File: config.mk
export PLATFORM = sky130hd
export DESIGN_NAME = rsp_packet_checker_counter_core
export DESIGN_NICKNAME = d
export VERILOG_FILES = /design/src/hdl/rpcc_pkg.sv /design/src/hdl/rsp_packet_checker_counter_core.sv /design/src/hdl/rpcc_ram.sv
export SDC_FILE = /design/constraint.sdc
export NUM_CORES = 1
export LEC_CHECK = 0
export ABC_AREA = 1
export BUFFER_PORTS_ARGS = -buffer_cell sky130_fd_sc_hd__buf_4
export CAP_MARGIN = 20
export CORE_UTILIZATION = 50
export CTS_CLUSTER_DIAMETER = 150
export DETAILED_ROUTE_END_ITERATION = 16
export PLACE_DENSITY_LB_ADDON = 0.12
export SYNTH_ARGS = -nofsm -noshare
export SYNTH_HDL_FRONTEND = slang
export SYNTH_SLANG_ARGS = --single-unit
File: constraint.sdc
create_clock -name clk -period 5.4 [get_ports clk]
set_input_delay 0.54 -clock clk [delete_from_list [all_inputs] [get_ports clk]]
set_output_delay 0.54 -clock clk [all_outputs]
set_load 0.01 [all_outputs]
File: src/hdl/rpcc_pkg.sv
// Shared constants, command prefix table and hex decoding for the RSP packet checker.
package rpcc_pkg;

	localparam int NUM_CLASSES  = 24;
	localparam int NUM_PREFIXES = 23;
	localparam int PREFIX_MAX   = 15;
	localparam int CLASS_W      = 5;

	localparam logic [CLASS_W-1:0] CLASS_UNKNOWN = CLASS_W'(NUM_CLASSES - 1);

	localparam logic [7:0] CHAR_DOLLAR = 8'h24;
	localparam logic [7:0] CHAR_HASH   = 8'h23;

	typedef logic [8*PREFIX_MAX-1:0] prefix_text_t;

	// Text is right-justified: the last character of a prefix sits in the low byte.
	localparam prefix_text_t PREFIX_TEXT [NUM_PREFIXES] = '{
		"qSupported", "qTStatus", "qXfer", "qRcmd", "QStartNoAckMode",
		"vMustReplyEmpty", "vCont", "?", "g", "G", "m", "M", "c", "s", "!",
		"Hg", "Hc", "OK", "E", "S", "T", "W", "O"
	};

	localparam logic [3:0] PREFIX_LEN [NUM_PREFIXES] = '{
		4'd10, 4'd8, 4'd5, 4'd5, 4'd15,
		4'd15, 4'd5, 4'd1, 4'd1, 4'd1, 4'd1, 4'd1, 4'd1, 4'd1, 4'd1,
		4'd2, 4'd2, 4'd2, 4'd1, 4'd1, 4'd1, 4'd1, 4'd1
	};

	// Character of prefix idx at data position pos; meaningful only for pos below its length.
	function automatic logic [7:0] prefix_char(input int idx, input logic [3:0] pos);
		logic [3:0] sh;
		sh = PREFIX_LEN[idx] - 4'd1 - pos;
		return PREFIX_TEXT[idx][{sh, 3'b000} +: 8];
	endfunction

	// Bit 4 flags a valid hex digit, bits 3..0 hold its value.
	function automatic logic [4:0] hex_decode(input logic [7:0] c);
		logic [4:0] r;
		r = 5'd0;
		if (c >= 8'h30 && c <= 8'h39) begin
			r = {1'b1, 4'(c - 8'h30)};
		end else if (c >= 8'h61 && c <= 8'h66) begin
			r = {1'b1, 4'(c - 8'h57)};
		end else if (c >= 8'h41 && c <= 8'h46) begin
			r = {1'b1, 4'(c - 8'h37)};
		end
		return r;
	endfunction

endpackage

File: src/hdl/rsp_packet_checker_counter_core.sv
// A frame result passes through stage one and then the output queue before it is offered.
// One byte per cycle while in_ready is high; a frame is at least four bytes, so results come
// at most one per four bytes; the per-class counter read-modify-write never overlaps itself.
// Input stalls only on a final checksum byte while stage one and the queue hold two results.
// Reset clears the framer and marks all 24 counters invalid; an invalid counter reads as zero,
// so no clearing pass over the counter RAM is needed.
module rsp_packet_checker_counter_core #(
	parameter int COUNT_WIDTH = 16
) (
	input  logic                         clk,
	input  logic                         arst_n,
	input  logic                         in_valid,
	output logic                         in_ready,
	input  logic [7:0]                   data_byte,
	output logic                         out_valid,
	input  logic                         out_ready,
	output logic [rpcc_pkg::CLASS_W-1:0] command_class,
	output logic                         checksum_ok,
	output logic [7:0]                   computed_sum,
	output logic [7:0]                   received_sum,
	output logic [COUNT_WIDTH-1:0]       class_count
);

	import rpcc_pkg::*;

	typedef enum logic [1:0] {PH_IDLE, PH_DATA, PH_DIG1, PH_DIG2} phase_t;

	phase_t                  phase_q;
	logic [7:0]              sum_q;
	logic [3:0]              pos_q;
	logic [NUM_PREFIXES-1:0] alive_q;
	logic [4:0]              dig1_q;

	logic                    in_fire;
	logic                    finish;
	logic [4:0]              hex;
	logic                    rx_valid;
	logic [7:0]              rsum;
	logic                    ok;
	logic [CLASS_W-1:0]      cls;
	logic [NUM_PREFIXES-1:0] alive_next;

	logic                    valid_s1;
	logic [CLASS_W-1:0]      cls_s1;
	logic                    ok_s1;
	logic [7:0]              csum_s1;
	logic [7:0]              rsum_s1;

	logic [NUM_CLASSES-1:0]  cnt_valid_q;
	logic [COUNT_WIDTH-1:0]  ram_rdata;
	logic [COUNT_WIDTH-1:0]  cur_count;
	logic [COUNT_WIDTH-1:0]  new_count;
	logic                    ram_we;

	logic [CLASS_W-1:0]      q_cls_q    [2];
	logic                    q_ok_q     [2];
	logic [7:0]              q_csum_q   [2];
	logic [7:0]              q_rsum_q   [2];
	logic [COUNT_WIDTH-1:0]  q_clscnt_q [2];
	logic                    q_wr_q;
	logic                    q_rd_q;
	logic [1:0]              q_count_q;
	logic                    pop;

	// A finishing byte needs a free queue slot for its result once it leaves stage one.
	assign in_ready = (phase_q != PH_DIG2) || (({1'b0, valid_s1} + q_count_q) < 2'd2);
	assign in_fire  = in_valid && in_ready;
	assign finish   = in_fire && (phase_q == PH_DIG2);

	assign hex      = hex_decode(data_byte);
	assign rx_valid = dig1_q[4] && hex[4];
	assign rsum     = rx_valid ? {dig1_q[3:0], hex[3:0]} : 8'h00;
	assign ok       = rx_valid && (rsum == sum_q);

	// Lowest-index prefix that is still alive and fully seen wins.
	always_comb begin
		cls = CLASS_UNKNOWN;
		for (int i = NUM_PREFIXES - 1; i >= 0; i--) begin
			if (alive_q[i] && (pos_q >= PREFIX_LEN[i])) begin
				cls = CLASS_W'(i);
			end
		end
	end

	always_comb begin
		for (int i = 0; i < NUM_PREFIXES; i++) begin
			alive_next[i] = alive_q[i] &&
				!((pos_q < PREFIX_LEN[i]) && (prefix_char(i, pos_q) != data_byte));
		end
	end

	always_ff @(posedge clk or negedge arst_n) begin
		if (!arst_n) begin
			phase_q <= PH_IDLE;
			sum_q   <= 8'h00;
			pos_q   <= 4'd0;
			alive_q <= '1;
			dig1_q  <= 5'd0;
		end else if (in_fire) begin
			unique case (phase_q)
				PH_IDLE: begin
					if (data_byte == CHAR_DOLLAR) begin
						phase_q <= PH_DATA;
						sum_q   <= 8'h00;
						pos_q   <= 4'd0;
						alive_q <= '1;
						dig1_q  <= 5'd0;
					end
				end
				PH_DATA: begin
					if (data_byte == CHAR_HASH) begin
						phase_q <= PH_DIG1;
					end else begin
						sum_q   <= sum_q + data_byte;
						alive_q <= alive_next;
						if (pos_q != 4'd15) begin
							pos_q <= pos_q + 4'd1;
						end
					end
				end
				PH_DIG1: begin
					phase_q <= PH_DIG2;
					dig1_q  <= hex[4] ? hex : 5'd0;
				end
				PH_DIG2: begin
					phase_q <= PH_IDLE;
					sum_q   <= 8'h00;
					pos_q   <= 4'd0;
					alive_q <= '1;
					dig1_q  <= 5'd0;
				end
				default: begin
					phase_q <= PH_IDLE;
				end
			endcase
		end
	end

	// Stage one: the counter read issued on the finishing transfer returns here.
	always_ff @(posedge clk or negedge arst_n) begin
		if (!arst_n) begin
			valid_s1 <= 1'b0;
		end else begin
			valid_s1 <= finish;
		end
	end

	always_ff @(posedge clk) begin
		if (finish) begin
			cls_s1  <= cls;
			ok_s1   <= ok;
			csum_s1 <= sum_q;
			rsum_s1 <= rsum;
		end
	end

	rpcc_ram #(
		.WIDTH (COUNT_WIDTH),
		.DEPTH (NUM_CLASSES)
	) u_counters (
		.clk   (clk),
		.we    (ram_we),
		.waddr (cls_s1),
		.wdata (new_count),
		.raddr (cls),
		.rdata (ram_rdata)
	);

	assign cur_count = cnt_valid_q[cls_s1] ? ram_rdata : '0;
	assign ram_we    = valid_s1 && ok_s1 && !(&cur_count);
	assign new_count = ram_we ? cur_count + COUNT_WIDTH'(1) : cur_count;

	always_ff @(posedge clk or negedge arst_n) begin
		if (!arst_n) begin
			cnt_valid_q <= '0;
		end else if (ram_we) begin
			cnt_valid_q[cls_s1] <= 1'b1;
		end
	end

	// Two-entry result queue decouples the output handshake from the counter update.
	assign pop       = out_valid && out_ready;
	assign out_valid = (q_count_q != 2'd0);

	always_ff @(posedge clk or negedge arst_n) begin
		if (!arst_n) begin
			q_wr_q    <= 1'b0;
			q_rd_q    <= 1'b0;
			q_count_q <= 2'd0;
		end else begin
			if (valid_s1) begin
				q_wr_q <= !q_wr_q;
			end
			if (pop) begin
				q_rd_q <= !q_rd_q;
			end
			q_count_q <= q_count_q + {1'b0, valid_s1} - {1'b0, pop};
		end
	end

	always_ff @(posedge clk) begin
		if (valid_s1) begin
			q_cls_q[q_wr_q]    <= cls_s1;
			q_ok_q[q_wr_q]     <= ok_s1;
			q_csum_q[q_wr_q]   <= csum_s1;
			q_rsum_q[q_wr_q]   <= rsum_s1;
			q_clscnt_q[q_wr_q] <= new_count;
		end
	end

	assign command_class = q_cls_q[q_rd_q];
	assign checksum_ok   = q_ok_q[q_rd_q];
	assign computed_sum  = q_csum_q[q_rd_q];
	assign received_sum  = q_rsum_q[q_rd_q];
	assign class_count   = q_clscnt_q[q_rd_q];

	// Frames are at least four bytes long, so two counter updates are never adjacent.
	a_rmw_spacing: assert property (@(posedge clk) disable iff (!arst_n)
		valid_s1 |=> !valid_s1)
		else $error("counter read-modify-write issued on consecutive cycles");

	a_queue_room: assert property (@(posedge clk) disable iff (!arst_n)
		valid_s1 |-> (q_count_q != 2'd2))
		else $error("result pushed into a full output queue");

	a_result_shown: assert property (@(posedge clk) disable iff (!arst_n)
		valid_s1 |=> out_valid)
		else $error("result entered the queue but is not offered");

	a_count_nonzero: assert property (@(posedge clk) disable iff (!arst_n)
		ram_we |-> (new_count != '0))
		else $error("counter increment wrapped to zero");

endmodule

File: src/hdl/rpcc_ram.sv
// Generic single-write, single-read synchronous RAM with registered read data.
module rpcc_ram #(
	parameter int WIDTH = 16,
	parameter int DEPTH = 24
) (
	input  logic                     clk,
	input  logic                     we,
	input  logic [$clog2(DEPTH)-1:0] waddr,
	input  logic [WIDTH-1:0]         wdata,
	input  logic [$clog2(DEPTH)-1:0] raddr,
	output logic [WIDTH-1:0]         rdata
);

	logic [WIDTH-1:0] mem [DEPTH];

	always_ff @(posedge clk) begin
		if (we) begin
			mem[waddr] <= wdata;
		end
		rdata <= mem[raddr];
	end

endmodule

==> impl_metrics.json, run 1 <==
{
  "critPathMaxFanout": 16,
  "synth_area_leaders": "edfxtp_1, nand2_1, nand3_1",
  "placed_cell_area_um2": 27700,
  "syn_inst": 2602,
  "grt_max_degree": 107,
  "worst_slew_pin_slew_ns": 1.15,
  "slowest_delay_ns": 0.64,
  "fin_area_um2": 29500,
  "final_common_cell": "nand2_1",
  "drt_iter0_drc": 1599,
  "drv_slew": 0,
  "status": "complete, no violations",
  "finalSetupViolations": 0,
  "timing.slew.headroom_pct": 23.1,
  "ant_nets": 0,
  "synth-main-ff-cell": "edfxtp_1",
  "die_w_um": 231,
  "crit_path_top_delay_cell": "xor2_2",
  "drc": 0,
  "avgSynthCellArea_um2": 10.1,
  "worstPathCellList": "nor2_2 > a22oi_1 > o221ai_1 > nand3_1 > o21ai_1 > inv_2 > nand2_2 > nand2_1 > inv_1 > ha_1 > inv_1 > nor3_1 > nand4_1 > nand2_2 > inv_2 > nand2_1 > nor2_2 > nand3_1 > xor2_2 > buf_4",
  "yosys.cell_types.count": 55,
  "synth_top_area_share_pct": 55.0,
  "ctsHtreeMaxLevel": 2,
  "post-route-period-util_pct": 86.9,
  "n_antenna_cell": 0,
  "layout_common_cells": "nand2_1, edfxtp_1, inv_1, nand3_1, nor2_1",
  "clk_path_buf_depth": 3,
  "r2r_cells": 20,
  "crit_type": "reg -> reg",
  "cts_resized": 0,
  "ys_seq_area_share_pct": 63.1,
  "yosys.area.top_type": "edfxtp_1",
  "cts_tree": "built",
  "avgRoutedWirePerCell_um": 21.1,
  "hold_buffers": 0,
  "finalWeightedCongestion": 0.905,
  "die_area_um2": 53600,
  "critPathCaptureType": "register",
  "ys_warn_count": 0,
  "drive_gt1_share_pct": 10.3,
  "dp_hpwl_um": 43800,
  "clock.fmax_mhz": 213,
  "portBuffers": 51,
  "die_h_um": 231,
  "critPathLaunchType": "register",
  "worst_clock_skew_ns": 0.0262,
  "yosys_register_bits": 569,
  "cts_made_buffers": 58,
  "cap_violations": 0,
  "arrival_ns": 5.13,
  "grt_pass1_vias": 18300,
  "num_vias": 18600,
  "start_util_pct": 51.0,
  "fp.coreArea_um2": 51600,
  "cts_sinks": 569,
  "grt_pass1_wl_um": 109000,
  "clk_pin_slew_ns": 0.07,
  "rows": 83,
  "firstDrtPassIters": 5,
  "nets": 2707,
  "ios": 52,
  "syn-cell-area_um2": 26300,
  "grt_use_total_pct": 27.1,
  "antenna_found_initial": 1,
  "area_growth_pct": 12.0,
  "routed_wl_um": 71200,
  "synthesis.nets": 2652,
  "rsz0062_at_grt": "false",
  "gr-total-overflow": 0,
  "setup_tns_ns": 0,
  "min_period_ns": 4.69,
  "synth_edf_count": 482,
  "clk_latency_ns": 0.62,
  "post_cts_buffers": 0,
  "fillers": 4405,
  "min_path_type": "in -> async",
  "cts-root-buf": "clkbuf_16",
  "cp.required_ns": 5.84,
  "synthArstFlopShare_pct": 12.5,
  "hold_viol": 0,
  "viasPerCell": 5.49
}
[synthesized netlist by cell type, types with 9 or more instances]
cell type and instances:
nand3b_1 73, buf_4 12, o21ai_0 92, nand4_1 9
dfstp_2 23, o22ai_1 16, o21ai_1 35, nand2_1 613
xor2_1 45, ha_1 37, edfxtp_1 482, nor3_1 17
buf_2 35, nor2_1 161, dfxtp_1 16, a21oi_1 48
or2_1 12, o211ai_1 14, nand3_1 323, inv_1 329
dfrtp_1 48, clkbuf_1 55
[cell type report]
class / count / area (um2) / share of cell area (%)
sequential: 569 / 16600 / 56.3
tap: 680 / 851 / 2.89
multi-input combinational: 1574 / 8030 / 27.2
timing repair buffer: 111 / 916 / 3.11
clock buffer: 78 / 1560 / 5.28
clock inverter: 24 / 239 / 0.810
inverter: 343 / 1290 / 4.39
[through the flow]
step	setup WS (ns)	hold WS (ns)	utilization, %	std cells
3_3_place_gp	0.649	0.429	53.6	3275
6_report	0.706	0.0744	57.1	3379
5_1_grt	0.241	0.135	57.1	3379
2_1_floorplan	1.49	0.244	-	2602
4_1_cts	0.668	0.0882	57.1	3378
3_5_place_dp	0.728	0.437	53.6	3276
[critical path: cells and delay by family (launching register included)]
family | cells | cell delay, ns
DFF | 1 | 0.55
AOI/OAI and AO/OA | 3 | 0.38
adders and majority gates | 1 | 0.14
buffers and inverters | 5 | 0.72
xor gates and xnor gates | 1 | 0.64
and+or+nand+nor | 10 | 2.05
[state kept, by name (all words and copies together), names as in the netlist, 10 cells and up]
name,cells
alive_q,23
cnt_valid_q,24
q_cls_q,10
q_clscnt_q,32
q_csum_q,16
q_rsum_q,16
u_counters.mem,384
u_counters.rdata,16
[path summary, 6_finish.rpt]
path / start / end / slack (ns)
max: cls_s1[1]$_DFFE_PP_ / u_counters.mem[15][7]$_DFFE_PP_ / 0.71
max in group asynchronous: arst_n / cnt_valid_q[1]$_DFFE_PN0P_ / 4.72
min in group clk: out_ready / q_rd_q$_DFFE_PN0P_ / 0.24
min: arst_n / pos_q[0]$_DFFE_PN0P_ / 0.07
max reg2reg: cls_s1[1]$_DFFE_PP_ / u_counters.mem[15][7]$_DFFE_PP_ / 0.71
min reg2reg: rsum_s1[3]$_DFFE_PP_ / q_rsum_q[0][3]$_DFFE_PP_ / 0.45
[kinds of logic (layout without fill, tap and decap cells)]
kind of cell | count (synthesis) | in the layout | share of synthesized area [%]
fa+ha+maj | 38 | 38 | 1.83
simple gates | 1243 | 1243 | 21.0
compound gates | 240 | 240 | 5.21
xor+xnor | 53 | 53 | 1.76
buf+inv | 459 | 556 | 7.10
flops | 569 | 569 | 63.1
[routing by layer]
layer,wire length (um),GRT usage [%],up-vias
met5,0,0,-
met4,1910,8.15,0
met3,3980,3.52,117
met2,35300,45.9,576
met1,30100,36.2,9049
li1,-,-,8822
Power of run 1 is left out: the tool's default activity adds up to more than one toggle a clock period on the data nets, which glitch-free logic cannot reach.
==> inputs of run 2 (changes only) <==
--- a/config.mk
+++ b/config.mk
@@ -6,7 +6,7 @@
 export NUM_CORES = 1
 export LEC_CHECK = 0
 export ABC_AREA = 1
-export BUFFER_PORTS_ARGS = -buffer_cell sky130_fd_sc_hd__buf_4
+export BUFFER_PORTS_ARGS = -buffer_cell sky130_fd_sc_hd__buf_2
 export CAP_MARGIN = 20
 export CORE_UTILIZATION = 50
 export CTS_CLUSTER_DIAMETER = 150
==> impl_metrics.json, run 2 (same netlist as run 1, synthesis figures left out) <==
{
  "layout_common_cells": "nand2_1, edfxtp_1, inv_1, nand3_1, nor2_1",
  "grt_pass1_vias": 18300,
  "r2r-start": "pos_q[1]$_DFFE_PN0P_",
  "routed_wl_um": 68700,
  "cts_sinks": 569,
  "post_cts_buffers": 0,
  "die_w_um": 231,
  "r2r_slack_ns": 0.68,
  "ant_nets": 0,
  "drive_gt1_share_pct": 10.5,
  "dp_hpwl_um": 42400,
  "critPathCapture": "u_counters.rdata[3]$_DFF_P_",
  "ios": 52,
  "critPathLaunchType": "register",
  "grt_use_total_pct": 26.0,
  "status": "complete, no violations",
  "crit_top_cell": "nand2_1",
  "drc": 0,
  "firstDrtPassIters": 8,
  "avgRoutedWirePerCell_um": 20.3,
  "clk_path_buf_depth": 3,
  "cts_made_buffers": 59,
  "cts_tree": "built",
  "min_period_ns": 4.72,
  "worst_clock_skew_ns": 0.0261,
  "clk_pin_slew_ns": 0.06,
  "viasPerCell": 5.48,
  "num_vias": 18600,
  "ctsHtreeMaxLevel": 2,
  "clock.fmax_mhz": 212,
  "antenna_found_initial": 0,
  "timing.slew.headroom_pct": 22.1,
  "r2r_end": "u_counters.rdata[3]$_DFF_P_",
  "final_common_cell": "nand2_1",
  "rsz0062_at_grt": "false",
  "die_area_um2": 53600,
  "cap_violations": 0,
  "startpoint": "pos_q[1]$_DFFE_PN0P_",
  "start_util_pct": 51.0,
  "drv_slew": 0,
  "grt_pass1_wl_um": 106000,
  "portBuffers": 51,
  "cp.required_ns": 5.92,
  "finalWeightedCongestion": 0.921,
  "fillers": 4385,
  "grt_max_degree": 133,
  "clk_latency_ns": 0.63,
  "post-route-period-util_pct": 87.4,
  "critPathMaxFanout": 132,
  "r2r_cells": 28,
  "finalSetupViolations": 0,
  "largest_reg_flops": 384,
  "slowest_delay_ns": 0.65,
  "min_path_type": "in -> reg",
  "die_h_um": 231,
  "crit_path_top_delay_cell": "dfrtp_1",
  "n_antenna_cell": 0,
  "hold_viol": 0,
  "rows": 83,
  "arrival_ns": 5.24,
  "largest_registers": "u_counters.mem (384), q_clscnt_q (32), cnt_valid_q (24)",
  "nets": 2708,
  "crit_type": "reg -> reg",
  "area_growth_pct": 12.0,
  "cts-root-buf": "clkbuf_16",
  "gr-total-overflow": 0,
  "drt_iter0_drc": 1502,
  "top_register": "u_counters.mem",
  "fp.coreArea_um2": 51600,
  "critPathCaptureType": "register",
  "worst_slew_pin_slew_ns": 1.17,
  "setup_tns_ns": 0
}
-- run 2: cell count changes in the layout (fill, tap and decap cells not counted), sizes merged --
cell	before	now
inv	343	341
dlygate4sd3	0	1
bufinv	3	5
clkinv	18	25
buf	111	110
clkbuf	78	80
-- run 2: layout make-up --
| cell class | count | area (um2) | share of cell area [%] |
|---|---|---|---|
| Timing Repair Buffer | 111 | 773 | 2.62 |
| Tap cell | 680 | 851 | 2.89 |
| Clock inverter | 31 | 305 | 1.04 |
| Multi-Input combinational cell | 1574 | 8030 | 27.3 |
| Sequential cell | 569 | 16600 | 56.3 |
| Clock buffer | 80 | 1620 | 5.48 |
| Inverter | 343 | 1290 | 4.39 |
-- run 2: how the worst min path moves through the flow --
stage                                    start  depth (start not counted)                          to  slack [ns]
final                                out_ready                          3          q_rd_q$_DFFE_PN0P_        0.23
after global routing                 out_ready                          3          q_rd_q$_DFFE_PN0P_        0.25
after CTS                            out_ready                          3          q_rd_q$_DFFE_PN0P_        0.21
after detailed placement  rsum_s1[2]$_DFFE_PP_                          0    q_rsum_q[0][2]$_DFFE_PP_        0.43
after global placement    rsum_s1[4]$_DFFE_PP_                          0    q_rsum_q[0][4]$_DFFE_PP_        0.43
after floorplan                         arst_n                          0  cnt_valid_q[0]$_DFFE_PN0P_        0.24
-- run 2: worst max-delay path, delay by kind of cell (launching register included) --
| family | cells | cell delay (ns) |
|---|---|---|
| simple gates | 24 | 2.33 |
| fa+ha+maj | 1 | 0.34 |
| buf+inv | 3 | 1.14 |
| flops | 1 | 0.65 |
-- run 2: timing repair --
action	CTS	global route
resized for setup	0	0
hold buffers	1	0
endpoints found under the hold margin	17	0
-- run 2: through the flow --
| stage | std cells | setup WS [ns] | util [%] | hold slack [ns] | area, um2 |
|---|---|---|---|---|---|
| after global routing | 3388 | 0.129 | 57.1 | 0.254 | 29500 |
| after global placement | 3275 | 0.775 | 53.3 | 0.425 | 27500 |
| after CTS | 3388 | 0.743 | 57.1 | 0.207 | 29500 |
| final | 3388 | 0.679 | 57.1 | 0.231 | 29500 |
| after detailed placement | 3276 | 0.752 | 53.4 | 0.433 | 27500 |
| after floorplan | 2602 | 1.49 | - | 0.244 | 26300 |
-- run 2: per-layer routing --
metal | wire length [um] | GRT usage [%] | up-vias | share of wire (%)
met2 | 34000 | 44.5 | 510 | 50
met3 | 2910 | 2.78 | 147 | 4.2
met4 | 2620 | 10.7 | 0 | 3.8
met5 | 0 | 0 | - | 0
met1 | 29200 | 33.6 | 9080 | 42
li1 | - | - | 8827 | -
Power of run 2 is left out for the same reason.
==> inputs of run 3 (changes only) <==
--- a/config.mk
+++ b/config.mk
@@ -6,8 +6,10 @@
 export NUM_CORES = 1
 export LEC_CHECK = 0
 export ABC_AREA = 1
+export ABC_CLOCK_PERIOD_IN_PS = 5400
 export BUFFER_PORTS_ARGS = -buffer_cell sky130_fd_sc_hd__buf_2
 export CAP_MARGIN = 20
+export CORE_ASPECT_RATIO = 1.1
 export CORE_UTILIZATION = 50
 export CTS_CLUSTER_DIAMETER = 150
 export DETAILED_ROUTE_END_ITERATION = 16
==> impl_metrics.json, run 3 (same netlist as run 1, synthesis figures left out) <==
{
  "ant_nets": 0,
  "slowest_delay_ns": 0.68,
  "crit_type": "reg -> reg",
  "grt_use_total_pct": 26.7,
  "cts_tree": "built",
  "firstDrtPassIters": 6,
  "critPathMaxFanout": 90,
  "post-route-period-util_pct": 91.3,
  "die_h_um": 243,
  "largest_reg_flops": 384,
  "multi_input_area_um2": 8030,
  "cp.required_ns": 5.97,
  "crit_path_top_delay_cell": "dfrtp_1",
  "fillers": 4413,
  "clk_pin_slew_ns": 0.06,
  "crit_family": "simple AND/OR/NAND/NOR gates",
  "drt_iter0_drc": 1652,
  "die_w_um": 221,
  "rsz0062_at_grt": "false",
  "arrival_ns": 5.50,
  "crit_top_cell": "nand2_1",
  "top_register": "u_counters.mem",
  "min_path_type": "in -> async",
  "avgRoutedWirePerCell_um": 21.1,
  "cts_made_buffers": 56,
  "drc": 0,
  "final_common_cell": "nand2_1",
  "n_antenna_cell": 0,
  "timing.slew.headroom_pct": 22.7,
  "critPathLaunchType": "register",
  "cap_violations": 0,
  "clk_latency_ns": 0.63,
  "die_area_um2": 53600,
  "grt_pass1_wl_um": 108000,
  "worst_clock_skew_ns": 0.0248,
  "grt_max_degree": 96,
  "fp.coreArea_um2": 51600,
  "nets": 2709,
  "drt-met1-wl_um": 29900,
  "dp_hpwl_um": 43700,
  "ff_latch_area_um2": 16600,
  "routed_wl_um": 71300,
  "cts_resized": 0,
  "rows": 87,
  "start_util_pct": 51.0,
  "setup_tns_ns": 0,
  "num_vias": 18600,
  "min_period_ns": 4.93,
  "antenna_found_initial": 0,
  "ctsHtreeMaxLevel": 2,
  "clock.fmax_mhz": 203,
  "cts_sinks": 569,
  "layout_common_cells": "nand2_1, edfxtp_1, inv_1, nand3_1, nor2_1",
  "ios": 52,
  "routed-wl-met2_um": 35500,
  "final_core_util_pct": 57.0,
  "area_growth_pct": 11.7,
  "finalSetupViolations": 0,
  "finalWeightedCongestion": 0.919,
  "status": "complete, no violations",
  "drive_gt1_share_pct": 10.2,
  "drv_slew": 0,
  "portBuffers": 51,
  "hold_buffers": 0,
  "wl_met3_um": 3570,
  "post_cts_buffers": 0,
  "cts-root-buf": "clkbuf_16",
  "routed.top_layer": "met4",
  "gr-total-overflow": 0,
  "largest_registers": "u_counters.mem (384), q_clscnt_q (32), cnt_valid_q (24)",
  "worst_slew_pin_slew_ns": 1.16,
  "hold_viol": 0,
  "grt_pass1_vias": 17900,
  "clk_path_buf_depth": 3,
  "viasPerCell": 5.53,
  "critPathCaptureType": "register",
  "cp_num_buf_inv": 2
}
## run 3: cell types whose count changed in the layout (fill, tap and decap cells not counted), moves of 2 or more
cell	delta
clkinv_1	+2
clkbuf_1	+5
clkbuf_8	-4
clkinv_2	-8
buf_12	-2
buf_4	+6
clkbuf_16	-3
## run 3: cell type report
class,count,share of cell area [%]
Clock buffer,78,5.12
Clock inverter,27,1.16
Inverter,343,4.41
Multi-Input combinational cell,1574,27.3
Sequential cell,569,56.5
Tap cell,667,2.84
Timing Repair Buffer,115,2.71
## run 3: metrics by stage
step | cells | area (um2) | setup slack (ns) | hold WS (ns)
6_report | 3373 | 29400 | 0.467 | 0.0425
5_1_grt | 3373 | 29400 | 0.0555 | 0.0972
4_1_cts | 3372 | 29400 | 0.545 | 0.0677
3_5_place_dp | 3267 | 27500 | 0.564 | 0.431
3_3_place_gp | 3266 | 27500 | 0.649 | 0.424
2_1_floorplan | 2602 | 26300 | 1.49 | 0.244
## run 3: final timing paths
check	cells after the start	from	slack [ns]	to
hold reg to reg	0	rsum_s1[7]$_DFFE_PP_	0.44	q_rsum_q[0][7]$_DFFE_PP_
min in group clk	3	out_ready	0.25	q_rd_q$_DFFE_PN0P_
hold / removal	1	arst_n	0.04	pos_q[3]$_DFFE_PN0P_
setup reg to reg	30	pos_q[1]$_DFFE_PN0P_	0.47	u_counters.rdata[8]$_DFF_P_
setup / recovery	30	pos_q[1]$_DFFE_PN0P_	0.47	u_counters.rdata[8]$_DFF_P_
max in group asynchronous	1	arst_n	4.72	sum_q[0]$_DFFE_PN0P_
## run 3: per-layer routing
layer  track usage (%)  vias up
met3              3.61      130
li1                  -     8824
met1              35.2     9156
met2              45.2      535
met4              9.00        0
met5                 0        -
## run 3: worst reg2reg max path, delay by kind of cell, from the launching register on
kind | cells | cell delay, ns
simple gates | 27 | 3.32
flops | 1 | 0.68
fa+ha+maj | 1 | 0.33
buf+inv | 2 | 0.55
Power of run 3 is left out for the same reason.
